**src/design/hta_pkg.sv**
```systemverilog
// Package for the hash table accumulate block: sizes, codes, hash constants.
// No dependencies.
package hta_pkg;
	localparam int CAPACITY  = 4096;
	localparam int KEY_BYTES = 8;
	localparam int SLOT_W    = $clog2(CAPACITY);
	localparam int CNT_W     = $clog2(CAPACITY + 1);
	localparam int BYTE_W    = $clog2(KEY_BYTES + 1);
	localparam int WORD_W    = 64;
	localparam int LIMIT_W   = 13;

	localparam logic [WORD_W-1:0] FNV_BASIS   = 64'd1469598103934665603;
	localparam logic [WORD_W-1:0] FNV_PRIME_LO = 64'h1b3;
	localparam int FNV_PRIME_SH = 40;
	localparam logic [WORD_W-1:0] KEY_MASK = (KEY_BYTES >= 8) ? {WORD_W{1'b1}} :
		((64'd1 << (8 * KEY_BYTES)) - 64'd1);
	localparam logic [LIMIT_W-1:0] LIMIT_RESET = 13'd2867;

	localparam logic [1:0] OP_ADD   = 2'd0;
	localparam logic [1:0] OP_READ  = 2'd1;
	localparam logic [1:0] OP_CLEAR = 2'd2;

	localparam logic [1:0] ST_NEW  = 2'd0;
	localparam logic [1:0] ST_ACC  = 2'd1;
	localparam logic [1:0] ST_FULL = 2'd2;
	localparam logic [1:0] ST_DONE = 2'd3;

	typedef logic [WORD_W-1:0] word_t;
	typedef logic [SLOT_W-1:0] slot_t;
endpackage

```
**src/design/hta_hash.sv**
```systemverilog
// FNV-1a-like hash, one key byte per cycle, lowest byte first.
// Depends on hta_pkg.
module hta_hash (
	input  logic clk,
	input  logic arst_n,
	input  logic start,
	input  hta_pkg::word_t key_in,
	output logic done,
	output hta_pkg::word_t hash
);
	import hta_pkg::*;

	word_t h_q, k_q, x;
	logic [BYTE_W-1:0] cnt_q;
	logic busy_q, done_q;

	assign x = h_q ^ {{(WORD_W-8){1'b0}}, k_q[7:0]};

	always_ff @(posedge clk or negedge arst_n) begin
		if (!arst_n) begin
			busy_q <= 1'b0;
			done_q <= 1'b0;
			cnt_q  <= '0;
		end else begin
			done_q <= 1'b0;
			if (start) begin
				busy_q <= 1'b1;
				cnt_q  <= '0;
			end else if (busy_q) begin
				cnt_q <= cnt_q + 1'b1;
				if (cnt_q == BYTE_W'(KEY_BYTES - 1)) begin
					busy_q <= 1'b0;
					done_q <= 1'b1;
				end
			end
		end
	end

	always_ff @(posedge clk) begin
		if (start) begin
			h_q <= FNV_BASIS;
			k_q <= key_in;
		end else if (busy_q) begin
			h_q <= (x << FNV_PRIME_SH) + x * FNV_PRIME_LO;
			k_q <= k_q >> 8;
		end
	end

	assign done = done_q;
	assign hash = h_q;
endmodule

```
**config.mk**
```make
export PLATFORM = sky130hd
export DESIGN_NAME = hta_hash
export DESIGN_NICKNAME = d
export VERILOG_FILES = /design/src/design/hta_pkg.sv /design/src/design/hta_hash.sv
export SDC_FILE = /design/constraint.sdc
export NUM_CORES = 1
export LEC_CHECK = 0
export ABC_CLOCK_PERIOD_IN_PS = 4800
export BUFFER_PORTS_ARGS = -buffer_cell sky130_fd_sc_hd__buf_2
export CAP_MARGIN = 20
export CORE_MARGIN = 2
export CORE_UTILIZATION = 57
export DETAILED_ROUTE_END_ITERATION = 7
export GPL_TIMING_DRIVEN = 0
export PLACE_DENSITY_LB_ADDON = 0.25
export SETUP_SLACK_MARGIN = 0.4
export SYNTH_ARGS = -nofsm -noshare
export SYNTH_HDL_FRONTEND = slang
export SYNTH_SLANG_ARGS = --single-unit
```
**constraint.sdc**
```tcl
create_clock -name clk -period 4.8 [get_ports clk]
set_input_delay 0.96 -clock clk [delete_from_list [all_inputs] [get_ports clk]]
set_output_delay 0.96 -clock clk [all_outputs]
set_load 0.03 [all_outputs]
```
==> results of run 1 <==
## path summary, 6_finish.rpt
kind	startpoint	end	slack [ns]	cells past startpoint
worst max-delay path	k_q[7]	hash[52]	-0.65	22
worst min register to register	hash[31]	hash[31]	0.51	2
worst max register to register	k_q[7]	hash[52]	-0.65	22
min in group clk	hash[31]	hash[31]	0.51	2
worst min-delay path	arst_n	done	0.34	1
max in group asynchronous	arst_n	cnt_q[1]	4.30	1
## routing by layer
metal	global-route usage	up-vias
met2	0.519	547
met5	0	-
met1	0.426	6822
met4	0.109	0
li1	-	6304
met3	0.0563	110
## logic make-up after synthesis
logic type      after synthesis
buf+inv                     502
fa+ha+maj                   415
compound gates              294
simple gates                262
flops                       134
xor+xnor                    119
mux                          76
## state kept, by name, indices dropped and copies added, names as in the netlist
name	flops
busy_q	1
cnt_q	4
done	1
hash	64
k_q	64
## final cells by class
class | instances | area [µm²]
Fill cell | 2037 | 7740
Clock inverter | 15 | 180
Timing Repair Buffer | 228 | 1560
Buffer | 100 | 691
Antenna cell | 1 | 2.50
Inverter | 402 | 1510
Multi-Input combinational cell | 1166 | 13700
Sequential cell | 134 | 3450
Clock buffer | 17 | 425
Tap cell | 390 | 488
## repair_timing
| item | CTS | global route |
|---|---|---|
| endpoints found under the setup margin | 56 | 54 |
| gates resized for setup | 245 | 181 |
| pin swaps | 84 | 94 |
| setup buffers | 61 | 36 |
## worst max-delay path, stage by stage (launching register included)
cell	delay, ns
sky130_fd_sc_hd__edfxtp_1	0.50
sky130_fd_sc_hd__xor2_2	0.31
sky130_fd_sc_hd__ha_4	0.26
sky130_fd_sc_hd__buf_8	0.13
sky130_fd_sc_hd__xor2_4	0.18
sky130_fd_sc_hd__ha_4	0.16
sky130_fd_sc_hd__a21o_1	0.18
sky130_fd_sc_hd__fa_1	0.51
sky130_fd_sc_hd__inv_2	0.04
sky130_fd_sc_hd__fa_1	0.50
sky130_fd_sc_hd__inv_2	0.05
sky130_fd_sc_hd__ha_4	0.21
sky130_fd_sc_hd__ha_4	0.27
sky130_fd_sc_hd__nand4_1	0.12
sky130_fd_sc_hd__nor3_2	0.25
sky130_fd_sc_hd__buf_4	0.15
sky130_fd_sc_hd__o311ai_2	0.12
sky130_fd_sc_hd__a41oi_4	0.25
sky130_fd_sc_hd__nor3_4	0.10
sky130_fd_sc_hd__o31a_1	0.31
sky130_fd_sc_hd__buf_4	0.16
sky130_fd_sc_hd__or4_1	0.50
sky130_fd_sc_hd__o2111ai_1	0.11
## per-stage QoR
stage               setup slack (ns)  hold slack [ns]
finish                        -0.652            0.341
CTS                           -0.529            0.338
detailed placement             -1.49            0.505
floorplan                     -0.228            0.459
global placement               -1.42            0.500
global route                  -0.796            0.346
## layout by cell type, fill, tap and decap left out, types with 21 or more instances in the layout
cell | synthesis | final
sky130_fd_sc_hd__ha_4 | 0 | 49
sky130_fd_sc_hd__dfxtp_1 | 64 | 23
sky130_fd_sc_hd__a21oi_2 | 2 | 21
sky130_fd_sc_hd__ha_2 | 0 | 33
sky130_fd_sc_hd__o21ai_0 | 65 | 27
sky130_fd_sc_hd__buf_4 | 57 | 123
sky130_fd_sc_hd__inv_1 | 400 | 385
sky130_fd_sc_hd__nand2_1 | 82 | 73
sky130_fd_sc_hd__a21oi_1 | 90 | 63
sky130_fd_sc_hd__edfxtp_1 | 64 | 64
sky130_fd_sc_hd__mux2_2 | 56 | 56
sky130_fd_sc_hd__xor2_1 | 71 | 46
sky130_fd_sc_hd__buf_6 | 3 | 34
sky130_fd_sc_hd__a21o_1 | 41 | 41
sky130_fd_sc_hd__nor2_1 | 64 | 60
sky130_fd_sc_hd__dfxtp_2 | 0 | 21
sky130_fd_sc_hd__fa_1 | 212 | 207
sky130_fd_sc_hd__buf_2 | 4 | 131
sky130_fd_sc_hd__ha_1 | 203 | 121
sky130_fd_sc_hd__xnor2_1 | 48 | 31
==> summary.txt, run 1 <==
Status
  • Status: finished, violations left
  • Failing checks: negative setup slack

Detailed routing
  • Via Count: 13.8k
  • Met2 layer wire length in the routed design: 24.2 mm
  • Total routed wirelength: 51.0 mm
  • Average wire per cell in the routed design: 20.8 µm
  • Number of DRC markers in iteration 0: 1065
  • Wire length the detailed router placed on met1: 21.1 mm
  • Met3 wirelength from detailed routing: 3.62 mm
  • Uppermost layer routed: met4
  • Average via count per standard cell: 5.62
  • DRC violations left: 0
  • Antenna-violating nets left: 0
  • Number of iterations in the first detailed-routing pass: 7

Worst setup path
  • Worst setup SP type: register
  • Data arrival time of the worst path: 5.81 ns
  • Path type of the worst setup path: reg -> reg
  • Worst EP required: 5.15 ns
  • Max Fanout on Critical Path: 4
  • Endpoint kind of the worst setup timing path: register

Timing
  • Unrepaired setup endpoints after global routing: yes
  • Worst clock skew: 0.0120 ns
  • Period minus WS final: 5.45 ns
  • Actual slew at the worst max-slew pin: 0.832 ns
  • Crit share post-route: 1.14
  • Slew HR: 0.445
  • Least setup slack across all paths after layout: -0.652 ns
  • Max-slew violation count: 0
  • Final setup violation count: 48
  • Hold Violations, Final: 0
  • Max Clock Freq: 0.183 GHz
  • Total Neg Setup Slack: -20.75 ns

Floorplan
  • Cell Rows: 63
  • Die width: 178 µm
  • Vert. Die Dim: 178 µm
  • Die Area: 31800 µm²
  • Core footprint: 29800 µm²
  • Initial Utilization: 0.582
  • IO Count: 132

Synthesis
  • Number of warning messages in the yosys log: 0
  • Library cell with the highest instance count after synthesis: sky130_fd_sc_hd__inv_1
  • Count of unique library cells instantiated by Yosys: 77
  • Sequential cell area fraction in the yosys report: 0.193
  • Main synth FF type: sky130_fd_sc_hd__edfxtp_1
  • Share of the synthesized area in the top cell type: 0.245
  • Post-synthesis cell type with the largest combined area: sky130_fd_sc_hd__fa_1
  • Dominant combinational cell family by area after synthesis: adder cells
  • Flip-flop and latch count after synthesis: 134
  • Syn avg cell area: 9.62 µm²
  • Mux share of post-synthesis cell area: 0.0479
  • Largest cells by area after synthesis: sky130_fd_sc_hd__fa_1 24%, sky130_fd_sc_hd__ha_1 15%, sky130_fd_sc_hd__edfxtp_1 11%, sky130_fd_sc_hd__inv_1 8.7%, sky130_fd_sc_hd__dfxtp_1 7.4%
  • Post-synthesis simple-gate area fraction: 0.0734
  • Share of flip-flops with an asynchronous set or reset: 0.0448
  • Net Count, Synth: 2284
  • Top post-synthesis cells by count: 400 x sky130_fd_sc_hd__inv_1, 212 x sky130_fd_sc_hd__fa_1, 203 x sky130_fd_sc_hd__ha_1
  • Post-synth design cell area: 17300 µm²
  • Adder-cell share of the synthesized area: 0.391
  • Area fraction in compound gates after synthesis: 0.109
  • Synth Area in XOR/XNOR: 0.0601
  • Number of enable flip-flop cells after synthesis: 64
  • Number of cells produced by synthesis: 1802

Finish
  • NumNets Final: 2531
  • Area of all placed cells without fillers: 22100 µm²
  • Fraction of layout cells with a size suffix above 1: 0.333
  • Post-route core utilization: 0.740
  • Finished Layout Cells: 2453
  • Area Growth Syn to Fin: 27.2%

Placement
  • Half-perimeter wire length of the detailed placement result: 38.1 mm
  • Number of instances in the placed design: 2323
  • Quantity of I/O buffers inserted on ports: 130
  • Weighted congestion reported at the end of routability-driven placement: 0.951
  • Area of placed instances: 18600 µm²

Clock network
  • Hold buffers post-CTS: 0
  • Post-CTS clock slew at the launch and capture registers of the worst setup and hold paths: 0.07 ns
  • H-tree levels: 4
  • Clock latency on the worst-skew pair: 0.44 ns
  • Clock root buffer master: sky130_fd_sc_hd__clkbuf_16
  • Total clock buffers created by CTS: 17
  • Clock tree from TritonCTS: yes
  • Maximum number of buffers from clock root to sink: 2
  • Number of sinks handled by clock tree synthesis: 134

GRT
  • Vias in the first global route: 14.1k
  • Antenna violations before repair: 2
  • First-pass GRT wire length: 76.2 mm
  • Global router's overall resource usage: 0.317
  • Total gr overflow: 0
  • Largest net degree at the start of global routing: 41

Worst hold path
  • Hold Crit Class: in -> async

Run
  • Maximum Capacitance Violations: 0
Power of run 1 is not shown: default switching activity piles up to over one toggle a cycle in this logic, so the estimate is an artifact.
==> run 2: changes to the inputs <==
--- a/config.mk
+++ b/config.mk
@@ -5,6 +5,7 @@
 export SDC_FILE = /design/constraint.sdc
 export NUM_CORES = 1
 export LEC_CHECK = 0
+export ABC_AREA = 1
 export ABC_CLOCK_PERIOD_IN_PS = 4800
 export BUFFER_PORTS_ARGS = -buffer_cell sky130_fd_sc_hd__buf_2
 export CAP_MARGIN = 20
==> run 2 against run 1 <==
- setup slack improved by 0.79 ns
- the run now ends clean
- via count up 26%
- worst hold slack worse by 0.0018 ns
==> summary.txt, run 2 <==
Status
  • Status: completed (was finished, violations left)

Timing
  • Slew HR: 0.236 (was 0.445)
  • Period minus WS final: 4.66 ns (was 5.45 ns)
  • Unrepaired setup endpoints after global routing: yes (unchanged)
  • Max-slew violation count: 0 (unchanged)
  • Max Clock Freq: 0.215 GHz (was 0.183 GHz)
  • Total Neg Setup Slack: 0 ns (was -20.75 ns)
  • WHS: 0.340 ns (was 0.341 ns)
  • Actual slew at the worst max-slew pin: 1.15 ns (was 0.832 ns)
  • Final setup violation count: 0 (was 48)
  • Least setup slack across all paths after layout: 0.138 ns (was -0.652 ns)
  • Hold Violations, Final: 0 (unchanged)
  • Crit share post-route: 0.971 (was 1.14)
  • Worst clock skew: 0.0291 ns (was 0.0120 ns)

Clock network
  • Clock root buffer master: sky130_fd_sc_hd__clkbuf_16 (unchanged)
  • Post-CTS clock slew at the launch and capture registers of the worst setup and hold paths: 0.07 ns (about the same)
  • Total clock buffers created by CTS: 17 (unchanged)
  • H-tree levels: 4 (unchanged)
  • Number of sinks handled by clock tree synthesis: 134 (unchanged)
  • Clock tree from TritonCTS: yes (unchanged)
  • Maximum number of buffers from clock root to sink: 2 (unchanged)
  • Clock latency on the worst-skew pair: 0.45 ns (was 0.44 ns)

Synthesis
  • Sequential cell area fraction in the yosys report: 0.175 (was 0.193)
  • Library cell with the highest instance count after synthesis: sky130_fd_sc_hd__nand2_1 (was sky130_fd_sc_hd__inv_1)
  • Post-synthesis cell type with the largest combined area: sky130_fd_sc_hd__fa_1 (unchanged)
  • Flip-flop and latch count after synthesis: 134 (unchanged)
  • Top post-synthesis cells by count: 748 x sky130_fd_sc_hd__nand2_1, 671 x sky130_fd_sc_hd__inv_1, 212 x sky130_fd_sc_hd__fa_1 (was 400 x sky130_fd_sc_hd__inv_1, 212 x sky130_fd_sc_hd__fa_1, 203 x sky130_fd_sc_hd__ha_1)
  • Largest cells by area after synthesis: sky130_fd_sc_hd__fa_1 22%, sky130_fd_sc_hd__nand2_1 15%, sky130_fd_sc_hd__ha_1 13%, sky130_fd_sc_hd__inv_1 13%, sky130_fd_sc_hd__edfxtp_1 10% (was sky130_fd_sc_hd__fa_1 24%, sky130_fd_sc_hd__ha_1 15%, sky130_fd_sc_hd__edfxtp_1 11%, sky130_fd_sc_hd__inv_1 8.7%, sky130_fd_sc_hd__dfxtp_1 7.4%)
  • Number of enable flip-flop cells after synthesis: 64 (unchanged)
  • Post-synth design cell area: 19100 µm² (was 17300 µm²)
  • Net Count, Synth: 3075 (was 2284)
  • Count of unique library cells instantiated by Yosys: 44 (was 77)
  • Syn avg cell area: 7.38 µm² (was 9.62 µm²)
  • Number of warning messages in the yosys log: 0 (unchanged)
  • Share of the synthesized area in the top cell type: 0.222 (was 0.245)
  • Main synth FF type: sky130_fd_sc_hd__edfxtp_1 (unchanged)
  • Share of flip-flops with an asynchronous set or reset: 0.0448 (unchanged)
  • Number of cells produced by synthesis: 2593 (was 1802)

Worst setup path
  • Largest stage delay on the critical path: 0.52 ns (was 0.51 ns)
  • Critical path buffer and inverter count: 5 (unchanged)
  • Minimum setup slack among reg-to-reg paths: 0.14 ns (was -0.65 ns)
  • Worst setup SP type: register (unchanged)
  • Master of the slowest instance on the critical path: sky130_fd_sc_hd__fa_1 (unchanged)
  • Path type of the worst setup path: reg -> reg (unchanged)
  • Worst EP required: 5.12 ns (was 5.15 ns)
  • Endpoint kind of the worst setup timing path: register (unchanged)
  • Beginning of the worst register-to-register path: k_q[7] (unchanged)
  • Worst flop-to-flop path endpoint: hash[33] (was hash[52])
  • Worst r2r path cells: 25 (was 22)
  • Data arrival time of the worst path: 4.99 ns (was 5.81 ns)
  • Timing startpoint of the critical path: k_q[7] (unchanged)
  • Count of cell instances traversed by the critical path: 25 (was 22)
  • Dominant delay contributor by cell family on the critical path: adder cells (unchanged)
  • CP Capture Point: hash[33] (was hash[52])
  • Max Fanout on Critical Path: 4 (unchanged)

Floorplan
  • Die Area: 35000 µm² (was 31800 µm²)
  • Cell Rows: 67 (was 63)
  • Vert. Die Dim: 187 µm (was 178 µm)
  • Die width: 187 µm (was 178 µm)
  • Initial Utilization: 0.575 (was 0.582)
  • Core footprint: 33300 µm² (was 29800 µm²)
  • IO Count: 132 (unchanged)

GRT
  • Antenna violations before repair: 0 (was 2)
  • Global router's overall resource usage: 0.359 (was 0.317)
  • Total gr overflow: 0 (unchanged)
  • Vias in the first global route: 17.2k (was 14.1k)
  • Largest net degree at the start of global routing: 74 (was 41)
  • First-pass GRT wire length: 95.5 mm (was 76.2 mm)

Finish
  • Commonest cells after routing, fill and taps aside: 619 x sky130_fd_sc_hd__inv_1, 607 x sky130_fd_sc_hd__nand2_1, 208 x sky130_fd_sc_hd__fa_1 (was 385 x sky130_fd_sc_hd__inv_1, 207 x sky130_fd_sc_hd__fa_1, 131 x sky130_fd_sc_hd__buf_2)
  • Most common library cell in the layout ignoring fill and taps: sky130_fd_sc_hd__inv_1 (unchanged)
  • Inserted Diodes: 0 (was 1)
  • NumNets Final: 3300 (was 2531)
  • Fraction of layout cells with a size suffix above 1: 0.312 (was 0.333)
  • Area Growth Syn to Fin: 29.0% (was 27.2%)

Placement
  • Weighted congestion reported at the end of routability-driven placement: 1.01 (was 0.951)
  • Half-perimeter wire length of the detailed placement result: 49.7 mm (was 38.1 mm)
  • Worst slack at placement: -1.04 ns (was -1.49 ns)
  • Quantity of I/O buffers inserted on ports: 131 (was 130)

Detailed routing
  • Average wire per cell in the routed design: 19.4 µm (was 20.8 µm)
  • Antenna-violating nets left: 0 (unchanged)
  • Number of iterations in the first detailed-routing pass: 6 (was 7)
  • Total routed wirelength: 63.8 mm (was 51.0 mm)
  • Via Count: 17.3k (was 13.8k)
  • DRC violations left: 0 (unchanged)
  • Number of DRC markers in iteration 0: 1350 (was 1065)
  • Average via count per standard cell: 5.29 (was 5.62)

Worst hold path
  • Hold Crit Class: in -> async (unchanged)

Run
  • Maximum Capacitance Violations: 0 (unchanged)
==> run 2: cell count changes in the layout (fill, tap and decap cells not counted), moves of 26 or more <==
cell                      delta
sky130_fd_sc_hd__ha_4       +28
sky130_fd_sc_hd__inv_2      +41
sky130_fd_sc_hd__mux2_2     -56
sky130_fd_sc_hd__ha_1       -26
sky130_fd_sc_hd__nand3_2    +35
sky130_fd_sc_hd__inv_1     +234
sky130_fd_sc_hd__nor2_4     +38
sky130_fd_sc_hd__nand2_1   +534
sky130_fd_sc_hd__nand2_2   +105
sky130_fd_sc_hd__nand2_4    +40
sky130_fd_sc_hd__a21o_1     -29
sky130_fd_sc_hd__nand3_1    +28
==> run 2: worst min-delay path by stage <==
stage                to      from  slack [ns]  cells past startpoint
6_report       cnt_q[2]    arst_n        0.34                      1
4_1_cts        cnt_q[2]    arst_n        0.33                      1
3_5_place_dp   cnt_q[3]  cnt_q[3]        0.47                      1
5_1_grt        cnt_q[2]    arst_n        0.34                      1
2_1_floorplan  cnt_q[3]  cnt_q[3]        0.44                      1
3_3_place_gp   cnt_q[3]  cnt_q[3]        0.45                      1
==> run 2: repair_timing <==
item / 4_1_cts / 5_1_grt
endpoints found under the setup margin: 56 / 51
pin swaps: 97 / 122
hold endpoints to repair: 0 / 0
resized for setup: 435 / 318
buffers inserted: 46 / 29
hold buffers: 0 / 0
==> run 2: cell families (layout without fill, tap and decap cells) <==
family          count (synthesis)  count (layout)  share of synthesized area
fa+ha+maj                     415             415                      0.355
compound gates                186             186                     0.0558
simple gates                 1026            1026                      0.223
buf+inv                       767            1005                      0.162
flops                         134             134                      0.175
xor+xnor                       65              65                     0.0298
==> run 2: final cells by class <==
type / instances / area, µm²
multi-input combinational: 1692 / 15700
fill: 2505 / 8590
sequential: 134 / 3460
inverter: 682 / 2580
timing repair buffer: 206 / 1260
tap: 448 / 561
buffer: 85 / 552
clock buffer: 17 / 425
clock inverter: 15 / 179
==> run 2: metal layers <==
| metal | up-vias | global-route usage | wire, µm |
|---|---|---|---|
| met5 | - | 0 | 0 |
| met4 | 0 | 0.145 | 3380 |
| met3 | 180 | 0.0499 | 4400 |
| met2 | 675 | 0.586 | 29600 |
| met1 | 8301 | 0.484 | 26400 |
| li1 | 8191 | - | - |
==> run 2: metrics by stage <==
stage / cells / utilization / instance area [µm²]
after floorplan: 2593 / - / 19100
after global placement: 3172 / 0.612 / 20400
after detailed placement: 3172 / 0.612 / 20400
after CTS: 3250 / 0.697 / 23200
after global routing: 3279 / 0.742 / 24700
final: 3279 / 0.742 / 24700
Power of run 2 is left out for the same reason.
